**src/hw/rtl/cpg_pkg.sv**
```systemverilog
// Shared types and constants of the close point grouping block
`timescale 1ns / 1ps

package cpg_pkg;

  localparam int COORD_W    = 24;
  localparam int PROD_W     = 2 * COORD_W;
  localparam int SUM_W      = 50;
  localparam int DIMS_W     = 2;
  localparam int CFG_IDX_W  = 1;
  localparam int CFG_DATA_W = 50;
  localparam int GRP_W      = 6;
  localparam int GRP_NUM_W  = 5;
  localparam int STATUS_W   = 2;

  localparam int DEF_MAX_NODES = 64;
  localparam int DEF_MAX_DIMS  = 3;

  localparam logic [CFG_IDX_W-1:0] REG_DIMS = 1'd0;
  localparam logic [CFG_IDX_W-1:0] REG_TOL  = 1'd1;

  localparam logic [STATUS_W-1:0] STATUS_OK       = 2'd0;
  localparam logic [STATUS_W-1:0] STATUS_CONFLICT = 2'd1;
  localparam logic [STATUS_W-1:0] STATUS_OVERFLOW = 2'd2;

  localparam logic [DIMS_W-1:0] DIMS_RESET = 2'd3;

  typedef struct packed {
    logic clr;
    logic mul;
    logic acc;
  } dist_ctl_t;

endpackage

```
**src/hw/rtl/cpg_dist_unit.sv**
```systemverilog
// Shared subtract, square and accumulate unit for squared distances
`timescale 1ns / 1ps

module cpg_dist_unit
  import cpg_pkg::*;
(
  input  logic                      clk_i,
  input  logic                      rst_ni,
  input  dist_ctl_t                 ctl_i,
  input  logic signed [COORD_W-1:0] a_i,
  input  logic signed [COORD_W-1:0] b_i,
  input  logic        [SUM_W-1:0]   tol_i,
  output logic                      close_o
);

  logic signed [COORD_W:0] diff;
  logic        [COORD_W:0] neg;
  logic [COORD_W-1:0]      mag;
  logic [PROD_W-1:0]       prod_d, prod_q;
  logic [SUM_W-1:0]        sum_d, sum_q;

  always_comb begin
    diff   = {a_i[COORD_W-1], a_i} - {b_i[COORD_W-1], b_i};
    neg    = -diff;
    mag    = diff[COORD_W] ? neg[COORD_W-1:0] : diff[COORD_W-1:0];
    prod_d = mag * mag;
    sum_d  = sum_q;
    if (ctl_i.clr) begin
      sum_d = '0;
    end else if (ctl_i.acc) begin
      sum_d = sum_q + SUM_W'(prod_q);
    end
  end

  always_ff @(posedge clk_i or negedge rst_ni) begin
    if (!rst_ni) begin
      sum_q <= '0;
    end else begin
      sum_q <= sum_d;
    end
  end

  always_ff @(posedge clk_i) begin
    if (ctl_i.mul) begin
      prod_q <= prod_d;
    end
  end

  assign close_o = sum_q < tol_i;

endmodule

```
**config.mk**
```make
export PLATFORM = sky130hd
export DESIGN_NAME = cpg_dist_unit
export DESIGN_NICKNAME = d
export VERILOG_FILES = /design/src/hw/rtl/cpg_pkg.sv /design/src/hw/rtl/cpg_dist_unit.sv
export SDC_FILE = /design/constraint.sdc
export NUM_CORES = 1
export LEC_CHECK = 0
export BUFFER_PORTS_ARGS = -buffer_cell sky130_fd_sc_hd__buf_2
export CORE_AREA = 4 4 248 250
export CTS_CLUSTER_SIZE = 40
export DETAILED_ROUTE_END_ITERATION = 12
export DIE_AREA = 0 0 252 254
export PLACE_DENSITY = 0.62
export SLEW_MARGIN = 5
export SYNTH_ARGS = -nofsm -noshare
export SYNTH_HDL_FRONTEND = slang
export SYNTH_SLANG_ARGS = --single-unit
```
**constraint.sdc**
```tcl
create_clock -name clk_i -period 4.69 [get_ports clk_i]
set_clock_uncertainty 0.1 [all_clocks]
set_input_delay 0.469 -clock clk_i [delete_from_list [all_inputs] [get_ports clk_i]]
set_output_delay 0.469 -clock clk_i [all_outputs]
set_load 0.01 [all_outputs]
```
-- Yosys cells after proc, flatten, opt, wreduce, memory -nomap -nowiden
Index checks and enable logic that the tools add are counted.
Widths: inputs -> output; s select.
- output and inout bits: 1
- word-level logic and storage cells: 11
- input port bits: 103
- register bits after elaboration: 98
- order comparisons: 1
- reductions and logical operators: 1
- multiplexer cells: 3
- $mul: 1
- add/subtract/negate cells: 3
- operators with widths (operator ; number):
    $mux 50 ; 2
    $add 50x48->50 ; 1
    $lt 50x50->1 ; 1
    $mul 24x24->48 ; 1
    $sub 24x24->25 ; 1
    $mux 24 ; 1
    $neg 24->24 ; 1
    $reduce_bool 2->1 ; 1

-- Logic depth before layout (Yosys ltp)
- word-level depth: 4
- mapped depth: 43
- gate-level depth less buffers: 40

-- Worst setup path after synthesis
OpenSTA, ideal clock, no wires.
- kind: input port to flip-flop
- start point: in b_i[2]
- end point: reg prod_q[47] (data pin)
- arrival time: 10.165 ns
- setup slack: -5.846 ns
- required time: 4.319 ns
- stages on the path: 36
- cells stage by stage: inv_1 -> ha_1 -> nor2b_1 -> o31a_1 -> o2111a_1 -> or3_1 -> a2111o_1 -> a31oi_1 -> a21oi_1 -> or2_2 -> xor2_1 -> clkinv_1 -> buf_2 -> nand2_1 -> fa_1 -> inv_1 -> fa_1 -> fa_1 -> inv_1 -> fa_1 -> fa_1 -> fa_1 -> inv_1 -> fa_1 -> ha_1 -> a2111o_1 -> o22a_1 -> o2111ai_1 -> a21o_1 -> o31ai_1 -> a21oi_1 -> o31ai_1 -> a41oi_1 -> a21oi_1 -> o311ai_0 -> xor2_1
- longest elaborated chain between the ends: 4
- ends and longest elaborated chain (what ; RTL line ; text):
    from (decl) ; cpg_dist_unit.sv:11 ; input logic signed [COORD_W-1:0] b_i,
    $sub 24x24->25 (*) ; cpg_dist_unit.sv:23 ; diff = {a_i[COORD_W-1], a_i} - {b_i[COORD_W-1], b_i};
    $neg 24->24 ; cpg_dist_unit.sv:24 ; neg = -diff;
    $mux 24 (*) ; cpg_dist_unit.sv:25 ; mag = diff[COORD_W] ? neg[COORD_W-1:0] : diff[COORD_W-1:0];
    $mul 24x24->48 (*) ; cpg_dist_unit.sv:26 ; prod_d = mag * mag;
    net prod_d[47] ; cpg_dist_unit.sv:19 ; logic [PROD_W-1:0] prod_d, prod_q;
    to (signal assigned) ; cpg_dist_unit.sv:45 ; prod_q <= prod_d;
    to (decl) ; cpg_dist_unit.sv:19 ;
The timed path passes the listed nets; every way through them passes the cells marked *.
A chain may end at the register's enable or synchronous reset.

-- Worst setup path in the final report
- start point: in a_i[0]
- end point: reg prod_q[47] (data pin)
- longest elaborated chain between the ends: 4
- ends and longest elaborated chain (what ; RTL line ; text):
    from (decl) ; cpg_dist_unit.sv:10 ; input logic signed [COORD_W-1:0] a_i,
    $sub 24x24->25 (*) ; cpg_dist_unit.sv:23 ;
    $neg 24->24 ; cpg_dist_unit.sv:24 ;
    $mux 24 (*) ; cpg_dist_unit.sv:25 ;
    $mul 24x24->48 (*) ; cpg_dist_unit.sv:26 ;
    net prod_d[47] ; cpg_dist_unit.sv:19 ;
Marked as above.

==> run_results.csv <==
group,metric,value,unit
floorplan,start_util,42.0,%
logic_synthesis,yosysWarningCount,0,
clock_tree,htreeDepth,3,
drt,routed.top_layer,"met4",
grt,groute.usage.overall,21.8,%
run_status,status,"complete, but fails checks",
floorplan,rows,89,
critical_path,crit_path_end_kind,"flop",
drt,drt_iter0_drc,1052,
clock_tree,clockBufferDepth,2,
critical_path,crit_arrival,9.77,ns
logic_synthesis,syn_nets,3605,
final_layout,layout_commonest_cell,"inv_1",
logic_synthesis,synth-async-reset-ratio,51.5,%
final_layout,utilization,54.6,%
logic_synthesis,syn_avg_cell_area,8.89,µm²
clock_tree,tritoncts,"built",
final_layout,layout_common_cells,"554 x inv_1, 475 x buf_4, 400 x fa_1",
job,cap_viol_max_count,0,
grt,grt_max_degree,52,
grt,gr-total-overflow,0,
clock_tree,clock_sinks,97,
critical_path,worstSetupPathType,"input port to flop",
sta,finalSetupTns,-179.29,ns
drt,vias,20900,
logic_synthesis,synth-edff-count,47,
critical_path,start_kind,"input port",
grt,grt_pass1_wl,114000,µm
logic_synthesis,syn_inst,2787,
sta,worstMarginPinSlew,1.00,ns
final_layout,n_antenna_cell,0,
hold_path,min_path_type,"input port to asynchronous set/reset pin",
critical_path,slowest_stage,"fa_1",
placed_design,hpwl,59000,µm
drt,drc,0,
floorplan,core,0.0590,mm²
floorplan,fp.dieArea,0.0640,mm²
sta,fmax,102,MHz
sta,relSlewSlack,33.4,%
sta,fin_crit,9.77,ns
drt,met3_wirelength,3510,µm
sta,hold_viol,0,
logic_synthesis,ys.flop_type,"dfrtp_1",
clock_tree,cts_root_buf,"clkbuf_16",
drt,met2WireLength,32800,µm
critical_path,cpMostUsedCell,"fa_1",
sta,fin_ws,-5.08,ns
drt,ant_nets,0,
sta,rsz0062_at_grt,"true",
clock_tree,clk_latency,0.36,ns
final_layout,drive_gt1_share,28.6,%
run_status,violations,"negative setup slack",
placed_design,placement.io_buffers,103,
clock_tree,clk_pin_slew,0.07,ns
grt,grt_pass1_vias,22500,
clock_tree,hold_buffers,0,
logic_synthesis,synth-seq-cells,97,
placed_design,gp_congestion,0.965,
floorplan,die_width,252,µm
floorplan,fp.dieH,254,µm
drt,drt-wirelength-per-cell,16.6,µm
logic_synthesis,synth_cell_types,76,
logic_synthesis,ys_seq_area_share,10.7,%
clock_tree,cts_buffers,9,
critical_path,critPathRequiredTime,4.69,ns
floorplan,ioPinCount,104,
drt,wl,68700,µm
critical_path,slowest_delay,0.53,ns
critical_path,worst-path-max-fanout,4,
logic_synthesis,synth_area,0.0248,mm²
drt,drtPass1Iterations,7,
drt,vias_per_cell,5.05,
critical_path,r2r_cells,13,
drt,met1_length,30400,µm
sta,maxSlewViolCount,0,
final_layout,nNetsFinal,4179,
sta,hold_slack,0.0929,ns
sta,finalSetupViolCount,43,
grt,antenna_found_initial,0,
final_layout,area_growth,30.0,%
sta,finalCritPeriodShare,208,%
-- final cells by class --
type / instances / area, µm²
Inverter: 608 / 2320
Clock inverter: 5 / 30.0
Fill cell: 5236 / 26800
Sequential cell: 97 / 2660
Clock buffer: 11 / 253
Multi-Input combinational cell: 2002 / 21000
Timing Repair Buffer: 643 / 5000
Tap cell: 773 / 967
-- stage by stage --
step | setup slack, ns | instance area, µm² | cells
2_1_floorplan | -4.89 | 25800 | 2787
3_3_place_gp | -5.54 | 30400 | 4061
3_5_place_dp | -5.68 | 30400 | 4061
4_1_cts | -4.95 | 31800 | 4131
5_1_grt | -5.42 | 32200 | 4139
6_report | -5.08 | 32200 | 4139
-- per-layer routing --
layer	global-route usage [%]	vias up
li1	-	10100
met1	29.9	10200
met2	37.3	540
met3	2.09	105
met4	6.21	0
met5	0	-
-- final timing paths --
path | from | end | slack [ns]
max in group asynchronous | rst_ni | sum_q[46]$_DFFE_PN0P_ | 3.93
worst min register to register | sum_q[0]$_DFFE_PN0P_ | sum_q[0]$_DFFE_PN0P_ | 0.47
worst max register to register | sum_q[0]$_DFFE_PN0P_ | sum_q[48]$_DFFE_PN0P_ | 0.61
min in group clk_i | sum_q[0]$_DFFE_PN0P_ | sum_q[0]$_DFFE_PN0P_ | 0.47
worst max-delay path | a_i[0] | prod_q[47]$_DFFE_PP_ | -5.08
worst min-delay path | rst_ni | sum_q[0]$_DFFE_PN0P_ | 0.09
-- synthesized netlist by cell type, types with 30 or more instances --
cell type	count	area share, %
clkbuf_1	56	0.85
o21a_1	30	0.91
nor2_1	288	4.4
nand3_1	34	0.69
dfrtp_1	50	5.0
edfxtp_1	47	5.7
nor3_1	31	0.63
inv_1	595	9.0
xnor2_1	70	2.5
ha_1	292	15
xor2_1	45	1.6
a21o_1	68	2.1
a21oi_1	136	2.7
o21ai_0	65	1.3
nand2_1	189	2.9
fa_1	423	34
-- kinds of logic (layout without fill, tap and decap cells) --
logic type | after synthesis | after routing | share of synthesized area, %
adders and majority gates | 715 | 715 | 48.9
and+or+nand+nor | 698 | 698 | 12.7
buffers and inverters | 688 | 1267 | 10.5
xor gates and xnor gates | 116 | 116 | 4.13
DFF | 97 | 97 | 10.7
AOI/OAI and AO/OA | 445 | 445 | 11.9
muxes | 28 | 28 | 1.14
-- registers in the layout (all words and copies together) (netlist names) --
| register | flops |
|---|---|
| sum_q | 50 |
| prod_q | 47 |
-- timing repair --
action	in CTS	in global routing
pin swaps	69	26
cloned	2	0
setup buffers	54	11
endpoints found under the setup margin	44	44
resized for setup	159	79
-- worst max-delay path: cells and delay by family --
family                   cells  cell delay, ns
XOR/XNOR                     1            0.12
buffers and inverters       11            1.15
adder cells (fa/ha/maj)     10            4.01
AND/OR/NAND/NOR              6            0.97
AO/OA/AOI/OAI               13            3.05
Power is left out: the tool's default activity adds up to more than one toggle a clock period on the data nets, which glitch-free logic cannot reach.
