===== src/hw/rtl/cpg_ram.sv =====
// Generic single write port, single read port RAM with registered read
`timescale 1ns / 1ps

module cpg_ram #(
  parameter int WIDTH = 8,
  parameter int DEPTH = 64
) (
  input  logic                     clk_i,
  input  logic                     we_i,
  input  logic [$clog2(DEPTH)-1:0] waddr_i,
  input  logic [WIDTH-1:0]         wdata_i,
  input  logic                     re_i,
  input  logic [$clog2(DEPTH)-1:0] raddr_i,
  output logic [WIDTH-1:0]         rdata_o
);

  logic [WIDTH-1:0] mem_q [DEPTH];
  logic [WIDTH-1:0] rdata_q;

  always_ff @(posedge clk_i) begin
    if (we_i) begin
      mem_q[waddr_i] <= wdata_i;
    end
    if (re_i) begin
      rdata_q <= mem_q[raddr_i];
    end
  end

  assign rdata_o = rdata_q;

endmodule


===== config.mk =====
export PLATFORM = sky130hd
export DESIGN_NAME = cpg_ram
export DESIGN_NICKNAME = d
export VERILOG_FILES = /design/src/hw/rtl/cpg_ram.sv
export SDC_FILE = /design/constraint.sdc
export NUM_CORES = 1
export LEC_CHECK = 0
export ABC_CLOCK_PERIOD_IN_PS = 2600
export BUFFER_PORTS_ARGS = -buffer_cell sky130_fd_sc_hd__buf_2
export CAP_MARGIN = 20
export CORE_UTILIZATION = 49
export CTS_CLUSTER_SIZE = 16
export DETAILED_ROUTE_END_ITERATION = 8
export HOLD_SLACK_MARGIN = 0.06
export SYNTH_ARGS = -nofsm -noshare
export SYNTH_HDL_FRONTEND = slang
export SYNTH_SLANG_ARGS = --single-unit

===== constraint.sdc =====
create_clock -name clk_i -period 2.6 [get_ports clk_i]
set_clock_uncertainty 0.05 [all_clocks]
set_input_delay 0.13 -clock clk_i [delete_from_list [all_inputs] [get_ports clk_i]]
set_output_delay 0.13 -clock clk_i [all_outputs]
set_load 0.01 [all_outputs]

==> Yosys cells after proc, flatten, opt, wreduce, memory -nomap -nowiden <==
Memory sizes are Yosys's and may differ from the RTL's. A register that Yosys moved wholly into a read port is not among the register bits.
Index checks and enable logic that the tools add are counted.
{ "word_totals": {"ff_bits": 0, "ram_bits": 512, "inputBits": 23, "out_inout_bits": 8, "wordCells": 3, "mem_count": 1} }
{ "mem_list": {"columns": ["name", "depth", "word_bits", "rd", "rd_ports_with_merged_regs", "wr", "line_no", "source"], "rows": [
  ["mem_q", 64, 8, 1, 1, 1, "17", "logic [WIDTH-1:0] mem_q [DEPTH];"]
]} }
{ "classes": {"mux": 2} }
{ "op_table": {"columns": ["cell", "n"], "rows": [
  ["$mux W1", 2]
]} }

==> Logic depth before layout (Yosys ltp) <==
Gate-level depths: netlist (run 1).
{ "logic_depth": {"word_depth": 2, "ltp_mapped": 9, "mapped_depth_nobuf": 5} }

==> Least setup slack after synthesis (run 1) <==
Ideal clock, no wire load.
{ "synth_path": {"kind": "in2reg", "start": "input port raddr_i[1]", "end": "register rdata_q[3], in the netlist rdata_o[3] (read register of mem_q), data pin", "setup_ns": 0.266, "arrival_ns": 1.670, "required_time_ns": 2.284, "setup_slack_ns": 0.614, "cell_stages": 7, "n_path_buf": 3, "path_cell_list": "buf_4 -> buf_2 -> buf_2 -> mux4_2 -> mux4_2 -> o21ai_1 -> o41ai_1"} }
{ "synth_rtl": {"columns": ["item", "line_no", "source"], "rows": [
  ["start: declaration", "13", "input logic [$clog2(DEPTH)-1:0] raddr_i,"],
  ["end: declaration", "18", "logic [WIDTH-1:0] rdata_q;"]
]} }

==> results of run 1 <==
==> per-stage QoR <==
stage	area (sq um)	hold slack, ns	cells	util [%]	TNS (ns)
floorplan	20200	0.179	940	-	0
global placement	21800	0.447	1567	53.3	-0.154
detailed placement	21800	0.443	1567	53.3	-0.189
CTS	23300	0.118	1660	57.1	0
global route	23300	0.147	1660	57.1	0
finish	23300	0.152	1661	57.1	0
==> synth_stat cells, drive strengths merged (4+ instances only) <==
master,n,area share (%)
nand3,13,0.32
nand2,19,0.35
mux4,126,14
o22ai,8,0.25
nand2b,7,0.22
a211oi,4,0.15
clkbuf,17,0.32
buf,34,1.2
nor2b,14,0.43
mux2,13,0.72
nor2,83,1.5
o21ai,4,0.099
a221oi,6,0.26
edfxtp,520,77
o221ai,8,0.35
mux2i,23,1.1
nor3,7,0.17
==> worst max-delay path by stage <==
stage | start | to | slack (ns) | cells past startpoint
6_report | mem_q[29][4] | rdata_o[4] | 0.32 | 6
5_1_grt | mem_q[3][3] | rdata_o[3] | 0.20 | 5
4_1_cts | mem_q[29][4] | rdata_o[4] | 0.34 | 6
3_5_place_dp | raddr_i[0] | rdata_o[3] | -0.19 | 7
3_3_place_gp | raddr_i[0] | rdata_o[3] | -0.15 | 7
2_1_floorplan | raddr_i[1] | rdata_o[3] | 0.61 | 7
==> worst register-to-register path, stage by stage, from the launching register on <==
cell and delay (ns):
edfxtp_1 0.37, mux4_2 0.48, mux2_2 0.30, o221a_2 0.29, nor3_1 0.28, buf_4 0.18, o32ai_1 0.08
==> logic make-up (layout without fill, tap and decap cells) <==
logic type	Yosys count	count (layout)
AOI/OAI and AO/OA	54	54
buffers and inverters	51	239
DFF	520	520
other	0	1
and+or+nand+nor	153	153
muxes	162	162
==> sequential cells by signal, indices dropped and copies added, names as in the netlist <==
| register | flops |
|---|---|
| mem_q | 512 |
| rdata_o | 8 |
==> layout by cell type, fill, tap and decap left out, types with 4 or more instances in the layout <==
cell and n:
a221oi_1 6, mux2i_1 23, mux2_2 13, clkinv_1 12, a211oi_1 4, nor2_1 83, buf_2 27, dlygate4sd3_1 6
clkbuf_16 53, o221ai_1 8, buf_4 108, nand2b_1 7, nand2_1 19, edfxtp_1 520, nor3_1 7, nand3_1 13
clkbuf_1 15, nor2b_1 14, o22ai_1 8, buf_12 10, mux4_2 126
==> routing by layer <==
metal  wire [microns]  vias to the layer above
met5               17                        -
met4              937                        2
met3             3300                       64
met2            21600                      342
met1            20000                     5276
li1                 -                     4235
==> repair_timing <==
item	CTS	global route
hold buffers	6	0
resized for setup	0	0
hold endpoints to repair	66	0
==> final cells by class <==
type | instances | area, sq um
clock buffers | 68 | 1380
multi-input cells | 369 | 4320
flip-flops and latches | 520 | 15600
fillers | 3017 | 17500
clock inverters | 19 | 114
diodes | 1 | 2.50
repair buffers | 152 | 1220
well taps | 532 | 666
==> power groups by stage <==
stage               sequential, mW  combinational, mW  clock, mW
floorplan                     9.49              0.495          0
global placement              9.50              0.909          0
detailed placement            9.50              0.919          0
CTS                           9.32              0.929       6.88
global route                  9.32              0.978       7.17
finish                        9.32              0.916       6.74
==> flow_summary.ini, run 1 <==
[grt]
grt_util_all_layers_pct = 22.7
grt-ovfl-total = 0
use_met3_pct = 3.86
grt_pass1_wl_mm = 67.6
use_met2_pct = 35.1
grt_max_degree = 65
grt_busiest_layer = met2
use_met1_pct = 33.6
grt_pass1_vias = 9886
antenna_found_initial = 2

[synthesis]
synthMuxAreaShare_pct = 15.9
synthCells = 940
yosysWarnings = 0
synth_xor_area_share_pct = 0
synth_nets = 963
synthSimpleGateAreaFrac_pct = 3.37
synth_fa_ha_area_share_pct = 0
synthArstFlopShare_pct = 0
ys_seq_elements = 520
synth_compound_area_share_pct = 2.06
ys.flop_type = edfxtp_1
yosysSeqAreaShare_pct = 77.1
synth.distinct_cells = 39
postSynthAreaPerCell_sq_um = 21.5
synth-edff-count = 520
synth_top_family_by_area = multiplexers
synthesis.area_sq_um = 20200

[cts]
cts_made_buffers = 52
cts.htree.levels = 2
cts_buffer_depth = 3
cts_root_buf = clkbuf_16
cts_tree = done
post-cts-setup-buffer-count = 0
clock-sinks = 520
cts.clk_slew.worst_paths_ns = 0.06
clk_latency_ns = 0.59

[drt]
dr.pass1.iters = 5
ant_nets = 0
drc = 0
totalWireLength_mm = 45.8
drtIter0Drc = 970
drt-vias-per-instance = 5.97
vias = 9919
avgRoutedWirePerCell_microns = 27.6

[finish]
syn_to_final_growth_pct = 15.2
layout-drive-gt1-share_pct = 30.8
final_nets = 1118

[power_and_ir_drop]
p_per_area_nw_per_um2 = 729
pwr-share-seq_pct = 54.9
netSwitchingFraction_pct = 20.7
clkPwrFrac_pct = 39.7
finalPower_mw = 17.0
p_sw_mw = 3.52
p_leak_nw = 7.48
ir_drop_uv = 414
internal-power_mw = 13.5
p_comb_share_pct = 5.4

[sta]
setup_viol = 0
hold_violations = 0
slew_headroom_pct = 44.2
drv_slew = 0
fin_crit_ns = 2.28
rsz0062_at_grt = no
min_period_over_period_pct = 87.7
max_freq_ghz = 0.439
worst_slack_ns = 0.320
worstMarginPinSlew_ns = 0.837

[setup_path]
rrSetupSlack_ns = 0.32
path_max_fanout = 1
cp_cell_sequence = mux4_2 -> mux2_2 -> o221a_2 -> nor3_1 -> buf_4 -> o32ai_1
cp_slowest_cell = mux4_2
rr_startpoint = mem_q[29][4]
crit_path_start_kind = flip-flop
reg2regPathDepth = 6
rr_endpoint = rdata_o[4]
worstPathArrival_ns = 2.54
cp_top_family = multiplexers
crit_type = reg -> reg
cp.required_ns = 2.86
cp-end-kind = flip-flop
cp_slowest_stage_delay_ns = 0.48
timing.critical_path.buf_inv = 1

[floorplanning]
initial_core_util_pct = 49.6
dieArea_sq_um = 42100
die_x_microns = 205
core_area_sq_um = 40800
ioPinCount = 31
fp.dieH_microns = 205
core.rowCount = 74

[outcome]
outcome = completed

[job]
maxCapViolCount = 0

[placement]
gp_congestion = 0.826
dp_slack_ns = -0.189
io_buffer_count = 30
dpl.hpwl_mm = 29.1

[min_path]
timing.hold.worst.start = waddr_i[0]
min_path_cells = 3
min_to = mem_q[51][0]
hold_class = in -> reg
Power figures use the tool's default switching activity.
==> run 2, diff against run 1 <==
--- a/config.mk
+++ b/config.mk
@@ -11,7 +11,8 @@
 export CORE_UTILIZATION = 49
 export CTS_CLUSTER_SIZE = 16
 export DETAILED_ROUTE_END_ITERATION = 8
-export HOLD_SLACK_MARGIN = 0.06
+export MAX_ROUTING_LAYER = met4
+export RECOVER_POWER = 100
 export SYNTH_ARGS = -nofsm -noshare
 export SYNTH_HDL_FRONTEND = slang
 export SYNTH_SLANG_ARGS = --single-unit
==> run 2 against run 1 <==
  * The flow now finishes with violations (max-capacitance violations, max-slew violations)
  * Routed wire length about the same
  * Register-to-register slack got worse by 0.04 ns
  * Worst setup slack got worse by 0.045 ns
  * Die area unchanged
  * Sequential share of layout area increased by 0.98 points
  * Critical path type unchanged
==> flow_summary.ini, run 2 (synthesis gave the netlist of run 1 again) <==
[outcome]
outcome = finished, violations left
violations = max-capacitance violations, max-slew violations

[min_path]
min_path_cells = 3
hold_class = in -> reg

[finish]
largest_register_ffs = 512
syn_to_final_growth_pct = 13.5
fin_area_sq_um = 23000
layout-drive-gt1-share_pct = 22.8
top_register = mem_q
final_core_util_pct = 56.3
final_cell_mix = edfxtp_1, mux4_2, clkbuf_1
multiInputGateArea_sq_um = 4320
fillers = 3093
final_common_cell = edfxtp_1
final_nets = 1115
regArea_sq_um = 15600

[drt]
dr.pass1.iters = 7
drc = 0
ant_nets = 0
avgRoutedWirePerCell_microns = 27.6
drt-vias-per-instance = 5.95
drt-met1-wl_mm = 20.1
drtIter0Drc = 1032
top_layer_used = met4
wl_met2_mm = 21.6
vias = 9872
wl_met3_mm = 3.11
totalWireLength_mm = 45.8

[sta]
worst_slack_ns = 0.276
slew_headroom_pct = -31.1
hold_slack_ns = 0.0551
worstMarginPinSlew_ns = 1.97
min_period_over_period_pct = 89.4
hold_violations = 0
rsz0062_at_grt = no
fin_crit_ns = 2.32
drv_slew = 33
max_freq_ghz = 0.430
setup_tns_ns = 0
setup_viol = 0

[cts]
ctsHoldBuffers = 3
clock-sinks = 520
cts.htree.levels = 2
post-cts-setup-buffer-count = 0
clk_latency_ns = 0.59
cts_tree = done
cts_resized = 0
cts_made_buffers = 52
cts_buffer_depth = 3
cts_root_buf = clkbuf_16
cts.clk_slew.worst_paths_ns = 0.06

[setup_path]
cp.required_ns = 2.86
crit_path_start_kind = flip-flop
reg2regPathDepth = 6
path_max_fanout = 1
crit_type = reg -> reg
worstPathArrival_ns = 2.58
cp-end-kind = flip-flop

[placement]
dpl.hpwl_mm = 29.1
dp_slack_ns = -0.189
placed_area_sq_um = 21800
gp_congestion = 0.838
io_buffer_count = 30

[floorplanning]
core_area_sq_um = 40800
die_x_microns = 205
initial_core_util_pct = 49.6
core.rowCount = 74
ioPinCount = 31
fp.dieH_microns = 205
dieArea_sq_um = 42100

[power_and_ir_drop]
ir_drop_uv = 416
p_per_area_nw_per_um2 = 739
p_leak_nw = 7.10

[job]
maxCapViolCount = 1

[grt]
grt-ovfl-total = 0
grt_pass1_wl_mm = 67.5
grt_pass1_vias = 9886
grt_util_all_layers_pct = 23.4
antenna_found_initial = 2
grt_max_degree = 65
## run 2: area by class of cell
cell class / instances / area share (%)
diodes: 2 / 0.0218
clock buffers: 68 / 6.02
clock inverters: 19 / 0.496
multi-input cells: 369 / 18.8
flip-flops and latches: 520 / 68.0
well taps: 532 / 2.90
repair buffers: 149 / 3.83
## run 2: metal layers
metal | GRT usage (%) | up-vias
met1 | 33.6 | 5241
met4 | 6.24 | 0
met2 | 35.0 | 336
met5 | - | -
li1 | - | 4232
met3 | 3.86 | 63
## run 2: per-stage QoR
stage	std cells	total power, mW
6_report	1659	17.0
5_1_grt	1659	17.5
4_1_cts	1657	17.1
3_5_place_dp	1567	10.4
3_3_place_gp	1567	10.4
2_1_floorplan	940	9.99
## run 2: final timing paths
path                              endpoint          from  slack (ns)
worst max-delay path            rdata_o[4]  mem_q[29][4]        0.28
worst min register to register  rdata_o[7]   mem_q[6][7]        0.91
worst max register to register  rdata_o[4]  mem_q[29][4]        0.28
worst min-delay path            rdata_o[2]    raddr_i[5]        0.06
## run 2: power breakdown
group | internal [mW] | switching (mW)
clock network | 3.80 | 2.96
registers | 9.31 | 0.0263
logic | 0.353 | 0.543
## run 2: worst max-delay path: stages, from the launching register on
cell	delay [ns]
edfxtp_1	0.37
mux4_2	0.48
mux2_2	0.30
o221a_2	0.29
nor3_1	0.28
clkbuf_4	0.21
o32ai_1	0.08
==> run 3, diff against run 2 <==
--- a/config.mk
+++ b/config.mk
@@ -8,11 +8,13 @@
 export ABC_CLOCK_PERIOD_IN_PS = 2600
 export BUFFER_PORTS_ARGS = -buffer_cell sky130_fd_sc_hd__buf_2
 export CAP_MARGIN = 20
+export CORE_MARGIN = 4
 export CORE_UTILIZATION = 49
+export CTS_BUF_LIST = sky130_fd_sc_hd__clkbuf_16
 export CTS_CLUSTER_SIZE = 16
 export DETAILED_ROUTE_END_ITERATION = 8
 export MAX_ROUTING_LAYER = met4
-export RECOVER_POWER = 100
+export RECOVER_POWER = 50
 export SYNTH_ARGS = -nofsm -noshare
 export SYNTH_HDL_FRONTEND = slang
 export SYNTH_SLANG_ARGS = --single-unit
==> run 3 against run 2 <==
  * The run still ends with max-capacitance violations, max-slew violations left
  * Sequential cell count stayed put
  * Highest routed layer unchanged
  * Critical endpoint unchanged
  * Clock-buffer cell count is 15 lower
  * Global-route usage is 1.7 points lower
  * Core utilization is 0.89 points higher
  * Hold slack better by 0.019 ns
  * Clock power is 6.7% higher
  * Critical path depth is 1 lower
  * Non-clock buffer count is 4 higher
  * Register-to-register slack worse by 0.12 ns
==> flow_summary.ini, run 3 (synthesis gave the netlist of run 1 again) <==
[setup_path]
cp_slowest_cell = nor3_1
crit_type = reg -> reg
cp_top_family = multiplexers
cp-end-kind = flip-flop
path_max_fanout = 1
cp_cell_sequence = mux4_2 -> mux2_2 -> o221a_2 -> nor3_1 -> o32ai_1
rr_startpoint = mem_q[29][4]
worstPathArrival_ns = 2.72
rr_endpoint = rdata_o[4]
timing.critical_path.buf_inv = 0
reg2regPathDepth = 5
rrSetupSlack_ns = 0.15
cp.required_ns = 2.87
crit_path_start_kind = flip-flop
cp_slowest_stage_delay_ns = 0.55

[power_and_ir_drop]
p_leak_nw = 7.50
ir_drop_uv = 541
p_per_area_nw_per_um2 = 747

[cts]
cts_buffer_depth = 3
ctsHoldBuffers = 9
cts_tree = done
cts_made_buffers = 53
post-cts-setup-buffer-count = 0
cts.clk_slew.worst_paths_ns = 0.06
cts.htree.levels = 2
cts_root_buf = clkbuf_16
clock-sinks = 520
cts_resized = 0
clk_latency_ns = 0.60

[finish]
largest_register_ffs = 512
final_common_cell = edfxtp_1
final_cell_mix = edfxtp_1, mux4_2, buf_4
final_nets = 1120
top_register = mem_q
fillers = 3043
layout-drive-gt1-share_pct = 29.5
syn_to_final_growth_pct = 15.3

[drt]
dr.pass1.iters = 5
drtIter0Drc = 930
ant_nets = 0
vias = 9790
drc = 0
avgRoutedWirePerCell_microns = 27.2
totalWireLength_mm = 45.5
drt-vias-per-instance = 5.86

[placement]
dpl.hpwl_mm = 29.2
io_buffer_count = 30
gp_congestion = 0.853
dp_slack_ns = 0.000147

[sta]
max_freq_ghz = 0.409
worstMarginPinSlew_ns = 1.59
slew_headroom_pct = -6.09
rsz0062_at_grt = no
min_period_over_period_pct = 94.1
hold_violations = 0
setup_tns_ns = 0
fin_crit_ns = 2.45
setup_viol = 0
worst_slack_ns = 0.155
drv_slew = 68

[grt]
use_met3_pct = 3.16
grt-ovfl-total = 0
grt_util_all_layers_pct = 21.7
grt_pass1_vias = 10173
antenna_found_initial = 1
grt_pass1_wl_mm = 68.5
use_met2_pct = 34.2
grt_busiest_layer = met2
grt_max_degree = 65
use_met1_pct = 30.6

[min_path]
min_to = mem_q[51][6]
min_path_cells = 3
hold_class = in -> reg
timing.hold.worst.start = waddr_i[1]

[job]
maxCapViolCount = 2

[floorplanning]
fp.dieH_microns = 211
core_area_sq_um = 40800
initial_core_util_pct = 49.6
core.rowCount = 74
die_x_microns = 211
dieArea_sq_um = 44600
ioPinCount = 31

[outcome]
outcome = finished, violations left
violations = max-capacitance violations, max-slew violations
==> run 3: stage by stage <==
stage | hold slack (ns) | std cells | area [sq um] | util [%] | power, mW
6_report | 0.0743 | 1672 | 23300 | 57.2 | 17.4
5_1_grt | 0.101 | 1672 | 23300 | 57.2 | 18.0
4_1_cts | 0.0401 | 1671 | 23400 | 57.4 | 17.6
3_5_place_dp | 0.465 | 1565 | 21700 | 53.2 | 10.4
3_3_place_gp | 0.461 | 1565 | 21700 | 53.2 | 10.4
2_1_floorplan | 0.179 | 940 | 20200 | - | 9.99
==> run 3: how the worst max path moves through the flow <==
stage / start / to / slack, ns / depth (start not counted)
2_1_floorplan: raddr_i[1] / rdata_o[3] / 0.61 / 7
3_3_place_gp: raddr_i[1] / rdata_o[3] / 0.007 / 7
3_5_place_dp: raddr_i[0] / rdata_o[3] / 0.0001 / 6
4_1_cts: mem_q[29][4] / rdata_o[4] / 0.22 / 5
5_1_grt: wdata_i[2] / mem_q[28][2] / 0.13 / 2
6_report: mem_q[29][4] / rdata_o[4] / 0.15 / 5
==> run 3: tightest hold or removal path: cells and delay by family <==
family | cells | cell delay [ns]
AND/OR/NAND/NOR | 2 | 0.22
buffers and inverters | 1 | 0.17
==> run 3: layout make-up <==
| type | count | area [sq um] | area share, % |
|---|---|---|---|
| clock buffers | 53 | 1330 | 5.68 |
| multi-input cells | 369 | 4320 | 18.5 |
| well taps | 532 | 666 | 2.85 |
| clock inverters | 44 | 314 | 1.35 |
| repair buffers | 153 | 1100 | 4.71 |
| diodes | 1 | 2.50 | 0.0107 |
| flip-flops and latches | 520 | 15600 | 66.9 |
==> run 3: metal layers <==
layer	share of wire [%]	vias to the layer above
li1	-	4256
met3	5.9	62
met2	50	311
met1	42	5161
met4	1.9	0
met5	0	-
==> run 3: where the power goes <==
part	total (mW)	leakage (nW)	internal [mW]	switching (mW)
Combinational	0.898	1.98	0.356	0.541
Sequential	9.33	4.69	9.30	0.0217
Clock	7.21	0.840	4.10	3.11
Total	17.4	7.50	13.8	3.67
